<file path="config.mk">
export PLATFORM = sky130hd
export DESIGN_NAME = literal_type_classifier
export DESIGN_NICKNAME = d
export VERILOG_FILES = /design/src/rtl/ltc_pkg.sv /design/src/rtl/literal_type_classifier.sv
export VERILOG_INCLUDE_DIRS = /design/src /design/src/rtl
export SDC_FILE = /design/constraint.sdc
export NUM_CORES = 1
export LEC_CHECK = 0
export BUFFER_PORTS_ARGS = -buffer_cell sky130_fd_sc_hd__buf_4
export CAP_MARGIN = 40
export CORE_MARGIN = 10
export CORE_UTILIZATION = 55
export CTS_CLUSTER_DIAMETER = 60
export DETAILED_ROUTE_END_ITERATION = 16
export PLACE_DENSITY = 0.77
export SYNTH_ARGS = -nofsm -noshare
export SYNTH_HDL_FRONTEND = slang
export SYNTH_SLANG_ARGS = --single-unit
</file>
<file path="constraint.sdc">
create_clock -name clk -period 2.5 [get_ports clk]
set_input_delay 0.625 -clock clk [delete_from_list [all_inputs] [get_ports clk]]
set_output_delay 0.625 -clock clk [all_outputs]
set_load 0.05 [all_outputs]
</file>
<file path="src/rtl/assert_macros.svh">
// Assertion macros used by the RTL files.
`ifndef ASSERT_MACROS_SVH
`define ASSERT_MACROS_SVH

// Implication checked on every rising clk edge, masked while rst is high.
`define ASSERT_CLK(label, prop, msg) \
  label: assert property (@(posedge clk) disable iff (rst) prop) else $error(msg);

// Same check, with no reset mask.
`define ASSERT_ALWAYS(label, prop, msg) \
  label: assert property (@(posedge clk) prop) else $error(msg);

`endif

</file>
<file path="src/rtl/ltc_pkg.sv">
// Types, character constants and helper functions for the literal type classifier.
`timescale 1ns / 1ps

package ltc_pkg;

  typedef enum logic [3:0] {
    PH_START = 4'd0,
    PH_SIGN  = 4'd1,
    PH_INT   = 4'd2,
    PH_DOT   = 4'd3,
    PH_FRAC  = 4'd4,
    PH_FLT   = 4'd5,
    PH_DEAD  = 4'd6
  } scan_phase_t;

  typedef enum logic [2:0] {
    TY_UNKNOWN = 3'd0,
    TY_CHAR    = 3'd1,
    TY_INT     = 3'd2,
    TY_FLOAT   = 3'd3,
    TY_DOUBLE  = 3'd4
  } lit_type_t;

  localparam logic [7:0] CH_MINUS = 8'h2D;  // '-'
  localparam logic [7:0] CH_PLUS  = 8'h2B;  // '+'
  localparam logic [7:0] CH_DOT   = 8'h2E;  // '.'
  localparam logic [7:0] CH_F     = 8'h66;  // 'f'
  localparam logic [7:0] CH_ZERO  = 8'h30;
  localparam logic [7:0] CH_NINE  = 8'h39;

  localparam int unsigned NUM_WORDS = 3;

  // Special words: "nan", "+inf", "-inf" (bit 0, 1, 2 of the alive mask).
  localparam logic [7:0] WORD_TEXT [NUM_WORDS][4] = '{
    '{8'h6E, 8'h61, 8'h6E, 8'h00},
    '{8'h2B, 8'h69, 8'h6E, 8'h66},
    '{8'h2D, 8'h69, 8'h6E, 8'h66}
  };
  localparam logic [2:0] WORD_LEN [NUM_WORDS] = '{3'd3, 3'd4, 3'd4};

  function automatic logic is_digit(input logic [7:0] c);
    return (c >= CH_ZERO) && (c <= CH_NINE);
  endfunction

  function automatic logic special_done(input logic [2:0] alive, input logic [2:0] pos);
    return ((pos == 3'd3) && alive[0]) || ((pos == 3'd4) && (alive[1] || alive[2]));
  endfunction

  function automatic scan_phase_t next_phase(input scan_phase_t ph, input logic [7:0] c);
    scan_phase_t nx;
    nx = PH_DEAD;
    unique case (ph) inside
      PH_START: begin
        if (is_digit(c)) nx = PH_INT;
        else if ((c == CH_PLUS) || (c == CH_MINUS)) nx = PH_SIGN;
      end
      PH_SIGN: begin
        if (is_digit(c)) nx = PH_INT;
      end
      PH_INT: begin
        if (is_digit(c)) nx = PH_INT;
        else if (c == CH_DOT) nx = PH_DOT;
      end
      PH_DOT, PH_FRAC: begin
        if (is_digit(c)) nx = PH_FRAC;
      end
      default: nx = PH_DEAD;
    endcase
    return nx;
  endfunction

endpackage

</file>
<file path="src/rtl/literal_type_classifier.sv">
// Literal type classifier: one character per word in, one type code per literal out.
`timescale 1ns / 1ps
`include "assert_macros.svh"

// A literal arrives one character per input word, its final word flagged by
// last (has_char=0 on a last word ends it without a character; has_char=0
// on a non-last word is ignored). One result word carrying literal_type
// (0 unknown, 1 char, 2 int, 3 float, 4 double) follows each last word,
// in the cycle after it is accepted. A new input word is taken every cycle:
// the recognizer state updates in a single pass of short logic, and the
// result register is the only thing that can hold the input off, so
// item_ready drops only while a result waits and result_ready is low.
// After each literal the recognizer returns to its start state.
module literal_type_classifier (
  input  logic       clk,
  input  logic       rst,
  input  logic       item_valid,
  output logic       item_ready,
  input  logic [7:0] char_code,
  input  logic       has_char,
  input  logic       last,
  output logic       result_valid,
  input  logic       result_ready,
  output logic [2:0] literal_type
);

  // Recognizer state
  ltc_pkg::scan_phase_t scan_phase, scan_phase_next;
  logic [1:0] char_count, char_count_next;
  logic [2:0] special_alive, special_alive_next;
  logic [2:0] special_pos, special_pos_next;
  logic       prior_double_ok, prior_double_ok_next;
  logic       first_is_digit, first_is_digit_next;

  // State after this word's character, before the end-of-literal reset
  ltc_pkg::scan_phase_t upd_phase;
  logic [1:0] upd_count;
  logic [2:0] upd_alive;
  logic [2:0] upd_pos;
  logic       upd_prior;
  logic       upd_first;

  ltc_pkg::lit_type_t lit_type;
  logic accept;

  assign item_ready = !result_valid || result_ready;
  assign accept     = item_valid && item_ready;

  always_comb begin
    upd_phase = scan_phase;
    upd_count = char_count;
    upd_alive = special_alive;
    upd_pos   = special_pos;
    upd_prior = prior_double_ok;
    upd_first = first_is_digit;
    if (has_char) begin
      // trailing 'f' after a complete double turns it into a float
      if ((char_code == ltc_pkg::CH_F) && prior_double_ok) begin
        upd_phase = ltc_pkg::PH_FLT;
      end else begin
        upd_phase = ltc_pkg::next_phase(scan_phase, char_code);
      end
      for (int k = 0; k < ltc_pkg::NUM_WORDS; k++) begin
        upd_alive[k] = special_alive[k] && (special_pos < ltc_pkg::WORD_LEN[k]) &&
                       (ltc_pkg::WORD_TEXT[k][special_pos[1:0]] == char_code);
      end
      upd_pos = (special_pos == 3'd7) ? special_pos : special_pos + 3'd1;
      if (char_count == 2'd0) begin
        upd_first = ltc_pkg::is_digit(char_code);
      end
      upd_count = (char_count == 2'd3) ? char_count : char_count + 2'd1;
      upd_prior = (upd_phase == ltc_pkg::PH_FRAC) ||
                  ltc_pkg::special_done(upd_alive, upd_pos);
    end
  end

  // Classification, tried in order char, int, float, double
  always_comb begin
    if (upd_count == 2'd0) begin
      lit_type = ltc_pkg::TY_UNKNOWN;
    end else if ((upd_count == 2'd1) && !upd_first) begin
      lit_type = ltc_pkg::TY_CHAR;
    end else if (upd_phase == ltc_pkg::PH_INT) begin
      lit_type = ltc_pkg::TY_INT;
    end else if (upd_phase == ltc_pkg::PH_FLT) begin
      lit_type = ltc_pkg::TY_FLOAT;
    end else if (upd_prior) begin
      lit_type = ltc_pkg::TY_DOUBLE;
    end else begin
      lit_type = ltc_pkg::TY_UNKNOWN;
    end
  end

  always_comb begin
    scan_phase_next      = scan_phase;
    char_count_next      = char_count;
    special_alive_next   = special_alive;
    special_pos_next     = special_pos;
    prior_double_ok_next = prior_double_ok;
    first_is_digit_next  = first_is_digit;
    if (accept) begin
      if (last) begin
        scan_phase_next      = ltc_pkg::PH_START;
        char_count_next      = 2'd0;
        special_alive_next   = 3'b111;
        special_pos_next     = 3'd0;
        prior_double_ok_next = 1'b0;
        first_is_digit_next  = 1'b0;
      end else begin
        scan_phase_next      = upd_phase;
        char_count_next      = upd_count;
        special_alive_next   = upd_alive;
        special_pos_next     = upd_pos;
        prior_double_ok_next = upd_prior;
        first_is_digit_next  = upd_first;
      end
    end
  end

  always_ff @(posedge clk) begin
    if (rst) begin
      scan_phase      <= ltc_pkg::PH_START;
      char_count      <= 2'd0;
      special_alive   <= 3'b111;
      special_pos     <= 3'd0;
      prior_double_ok <= 1'b0;
      first_is_digit  <= 1'b0;
    end else begin
      scan_phase      <= scan_phase_next;
      char_count      <= char_count_next;
      special_alive   <= special_alive_next;
      special_pos     <= special_pos_next;
      prior_double_ok <= prior_double_ok_next;
      first_is_digit  <= first_is_digit_next;
    end
  end

  // Result register
  always_ff @(posedge clk) begin
    if (rst) begin
      result_valid <= 1'b0;
    end else if (accept && last) begin
      result_valid <= 1'b1;
    end else if (result_ready) begin
      result_valid <= 1'b0;
    end
  end

  always_ff @(posedge clk) begin
    if (accept && last) begin
      literal_type <= lit_type;
    end
  end

  // Checks
  `ASSERT_CLK(a_end_gives_result, (accept && last) |=> result_valid,
              "literal end did not raise a result")
  `ASSERT_CLK(a_end_resets_state,
              (accept && last) |=> (scan_phase == ltc_pkg::PH_START) &&
              (char_count == 2'd0) && (special_alive == 3'b111) && (special_pos == 3'd0),
              "recognizer not back at start after literal end")
  `ASSERT_CLK(a_empty_word_holds,
              (accept && !has_char && !last) |=> $stable(scan_phase) && $stable(char_count) &&
              $stable(special_pos),
              "word without character changed recognizer state")
  `ASSERT_CLK(a_type_range, result_valid |-> (literal_type <= ltc_pkg::TY_DOUBLE),
              "result type code out of range")

endmodule
</file>
==> flow_metrics.env <==
export IMPL_wire_per_inst_um=16.4
export IMPL_yosysWarnings=0
export IMPL_pre_cts_ws_ns=0.0912
export IMPL_max_vdd_ir_drop_mv=0.338
export IMPL_period_share_pct=91.4
export IMPL_path_clk_slew_ns=0.11
export IMPL_grt_pass1_wl_mm=6.22
export IMPL_num_vias=1355
export IMPL_status="complete, no violations"
export IMPL_grtUsageTotal_pct=14.4
export IMPL_gr_total_overflow=0
export IMPL_final_util_pct=64.5
export IMPL_synth_most_common_cell="nor2_1"
export IMPL_worst_slew_pin_slew_ns=0.413
export IMPL_fp_dieArea_sq_um=5070
export IMPL_route_detailed_drc=0
export IMPL_syn_area_per_cell_sq_um=8.44
export IMPL_r2r_cells=8
export IMPL_finClkSkew_ns=0.00351
export IMPL_start_util_pct=57.8
export IMPL_antenna_found_initial=0
export IMPL_leakage_nw=0.655
export IMPL_tritoncts="built"
export IMPL_cts_root_buffer_cell="clkbuf_4"
export IMPL_cp_cell_sequence="inv_1 > ha_1 > or4_1 > o21ai_1 > nand4b_1 > a31oi_1 > o22a_1 > o21a_1"
export IMPL_clk_latency_ns=0.30
export IMPL_post_cts_buffers=0
export IMPL_synth_seq_cells=18
export IMPL_cp_required_ns=2.69
export IMPL_critPathMaxFanout=9
export IMPL_hpwl_mm=2.74
export IMPL_synth_cells=171
export IMPL_async_reset_ff_share_pct=0
export IMPL_first_pass_iters=4
export IMPL_max_cap_violations=0
export IMPL_cellPowerDensity_nw_per_um2=383
export IMPL_cts_buffers=3
export IMPL_syn_area_sq_um=1440
export IMPL_start_kind="flip-flop"
export IMPL_setup_viol_count_final=0
export IMPL_vias_per_cell=6.24
export IMPL_clk_path_buf_depth=2
export IMPL_maxSlewViolCount=0
export IMPL_gp_congestion=0.898
export IMPL_synth_edff_count=3
export IMPL_yosysTopAreaCell="dfxtp_1"
export IMPL_n_antenna_cell=0
export IMPL_min_period_ns=2.29
export IMPL_ys_top_cells_by_count="23 x nor2_1, 15 x dfxtp_1, 11 x a21oi_1"
export IMPL_syn2layout_area_growth_pct=11.6
export IMPL_hold_viol_final=0
export IMPL_worstSetupEndpointType="flip-flop"
export IMPL_setup_tns_ns=0
export IMPL_crit_slowest_cell="dfxtp_1"
export IMPL_io_pins=19
export IMPL_ant_nets=0
export IMPL_fin_nets=207
export IMPL_htree_levels=1
export IMPL_worstPathArrival_ns=2.47
export IMPL_placement_rows=18
export IMPL_worst_path_largest_cell_delay_ns=0.52
export IMPL_first_global_vias=1341
export IMPL_drt_total_wl_mm=3.57
export IMPL_cts_resized_gates=0
export IMPL_cts_sinks=18
export IMPL_core_sq_um=2500
export IMPL_holdBufCountCts=0
export IMPL_synth_seq_area_share_pct=27.0
export IMPL_drt_iter0_markers=106
export IMPL_synth_top_cell_area_share_pct=20.8
export IMPL_drive_gt1_share_pct=20.3
export IMPL_synth_nets=190
export IMPL_max_slew_margin_rel_pct=72.3
export IMPL_dieHeight_um=71.2
export IMPL_power_uw=617
export IMPL_hold_class="flip-flop to flip-flop"
export IMPL_die_x_um=71.2
export IMPL_crit_type="flip-flop to flip-flop"
export IMPL_holdPathStages=2
export IMPL_synth_main_ff_cell="dfxtp_1"
export IMPL_grt_max_degree=22
export IMPL_max_freq_mhz=438
export IMPL_netlist_top_cells_area="dfxtp_1 21%, edfxtp_1 6.2%, nor2_1 6.0%"
export IMPL_portBuffers=18
export IMPL_rsz0062_at_grt="no"
export IMPL_synth_cell_type_count=56
export IMPL_final_setup_worst_slack_ns=0.215
## metrics by stage
step | hold WS, ns | std cells | instance area, sq um
final | 0.487 | 217 | 1610
after CTS | 0.489 | 217 | 1610
after floorplan | 0.450 | 171 | 1440
after detailed placement | 0.473 | 213 | 1590
after global placement | 0.465 | 213 | 1590
after global routing | 0.531 | 217 | 1610
## routing by layer
| layer | routed length (um) | part of all wire, % | global-route usage, % |
|---|---|---|---|
| met5 | 0 | 0 | 0 |
| met4 | 53 | 1.5 | 5.16 |
| met3 | 217 | 6.1 | 2.62 |
| met2 | 1630 | 46 | 22.8 |
| met1 | 1670 | 47 | 19.0 |
## layout make-up
cell class / count / area (sq um)
Multi-Input combinational cell: 141 / 996
Fill cell: 227 / 888
Sequential cell: 18 / 390
Timing Repair Buffer: 19 / 143
Tap cell: 30 / 37.5
Clock buffer: 3 / 22.5
Inverter: 5 / 18.8
Clock inverter: 1 / 3.75
## flip-flops by register name (all words and copies together), names as in the netlist
name             flops
char_count           2
first_is_digit       1
special_pos          3
literal_type         3
scan_phase           4
prior_double_ok      1
result_valid         1
special_alive        3
## power breakdown
group / switching, mW / leakage (nW) / internal, mW / total [mW]
sequential: 0.00965 / 0.151 / 0.304 / 0.314
combinational: 0.0884 / 0.488 / 0.0599 / 0.148
clock: 0.0968 / 0.0154 / 0.0583 / 0.155
## logic make-up (layout without fill, tap and decap cells)
kind of cell	after synthesis	in the layout	synth area share [%]
simple gates	78	78	35.1
buf+inv	12	28	3.99
fa+ha+maj	5	5	4.33
mux	1	1	1.04
compound gates	51	51	24.9
flops	18	18	27.0
xor+xnor	6	6	3.64
## cell usage in the layout, fill, tap and decap left out, types with 5 or more instances in the layout
master,n
ha_1,5
o21ai_0,6
nand2_1,10
nor2_1,23
nor3b_1,9
inv_1,5
buf_4,19
a21oi_1,11
dfxtp_1,15
## critical path, delay by kind of cell, from the launching register on
| kind | cells | cell delay [ns] |
|---|---|---|
| compound gates | 4 | 0.69 |
| simple gates | 2 | 0.59 |
| flops | 1 | 0.52 |
| fa+ha+maj | 1 | 0.23 |
| buf+inv | 1 | 0.14 |
## worst paths after layout
kind	start	end	slack [ns]
min reg2reg	first_is_digit	first_is_digit	0.49
max	special_pos[1]	literal_type[2]	0.21
max reg2reg	special_pos[1]	literal_type[2]	0.21
min	first_is_digit	first_is_digit	0.49
(Power assumes the default switching activity.)
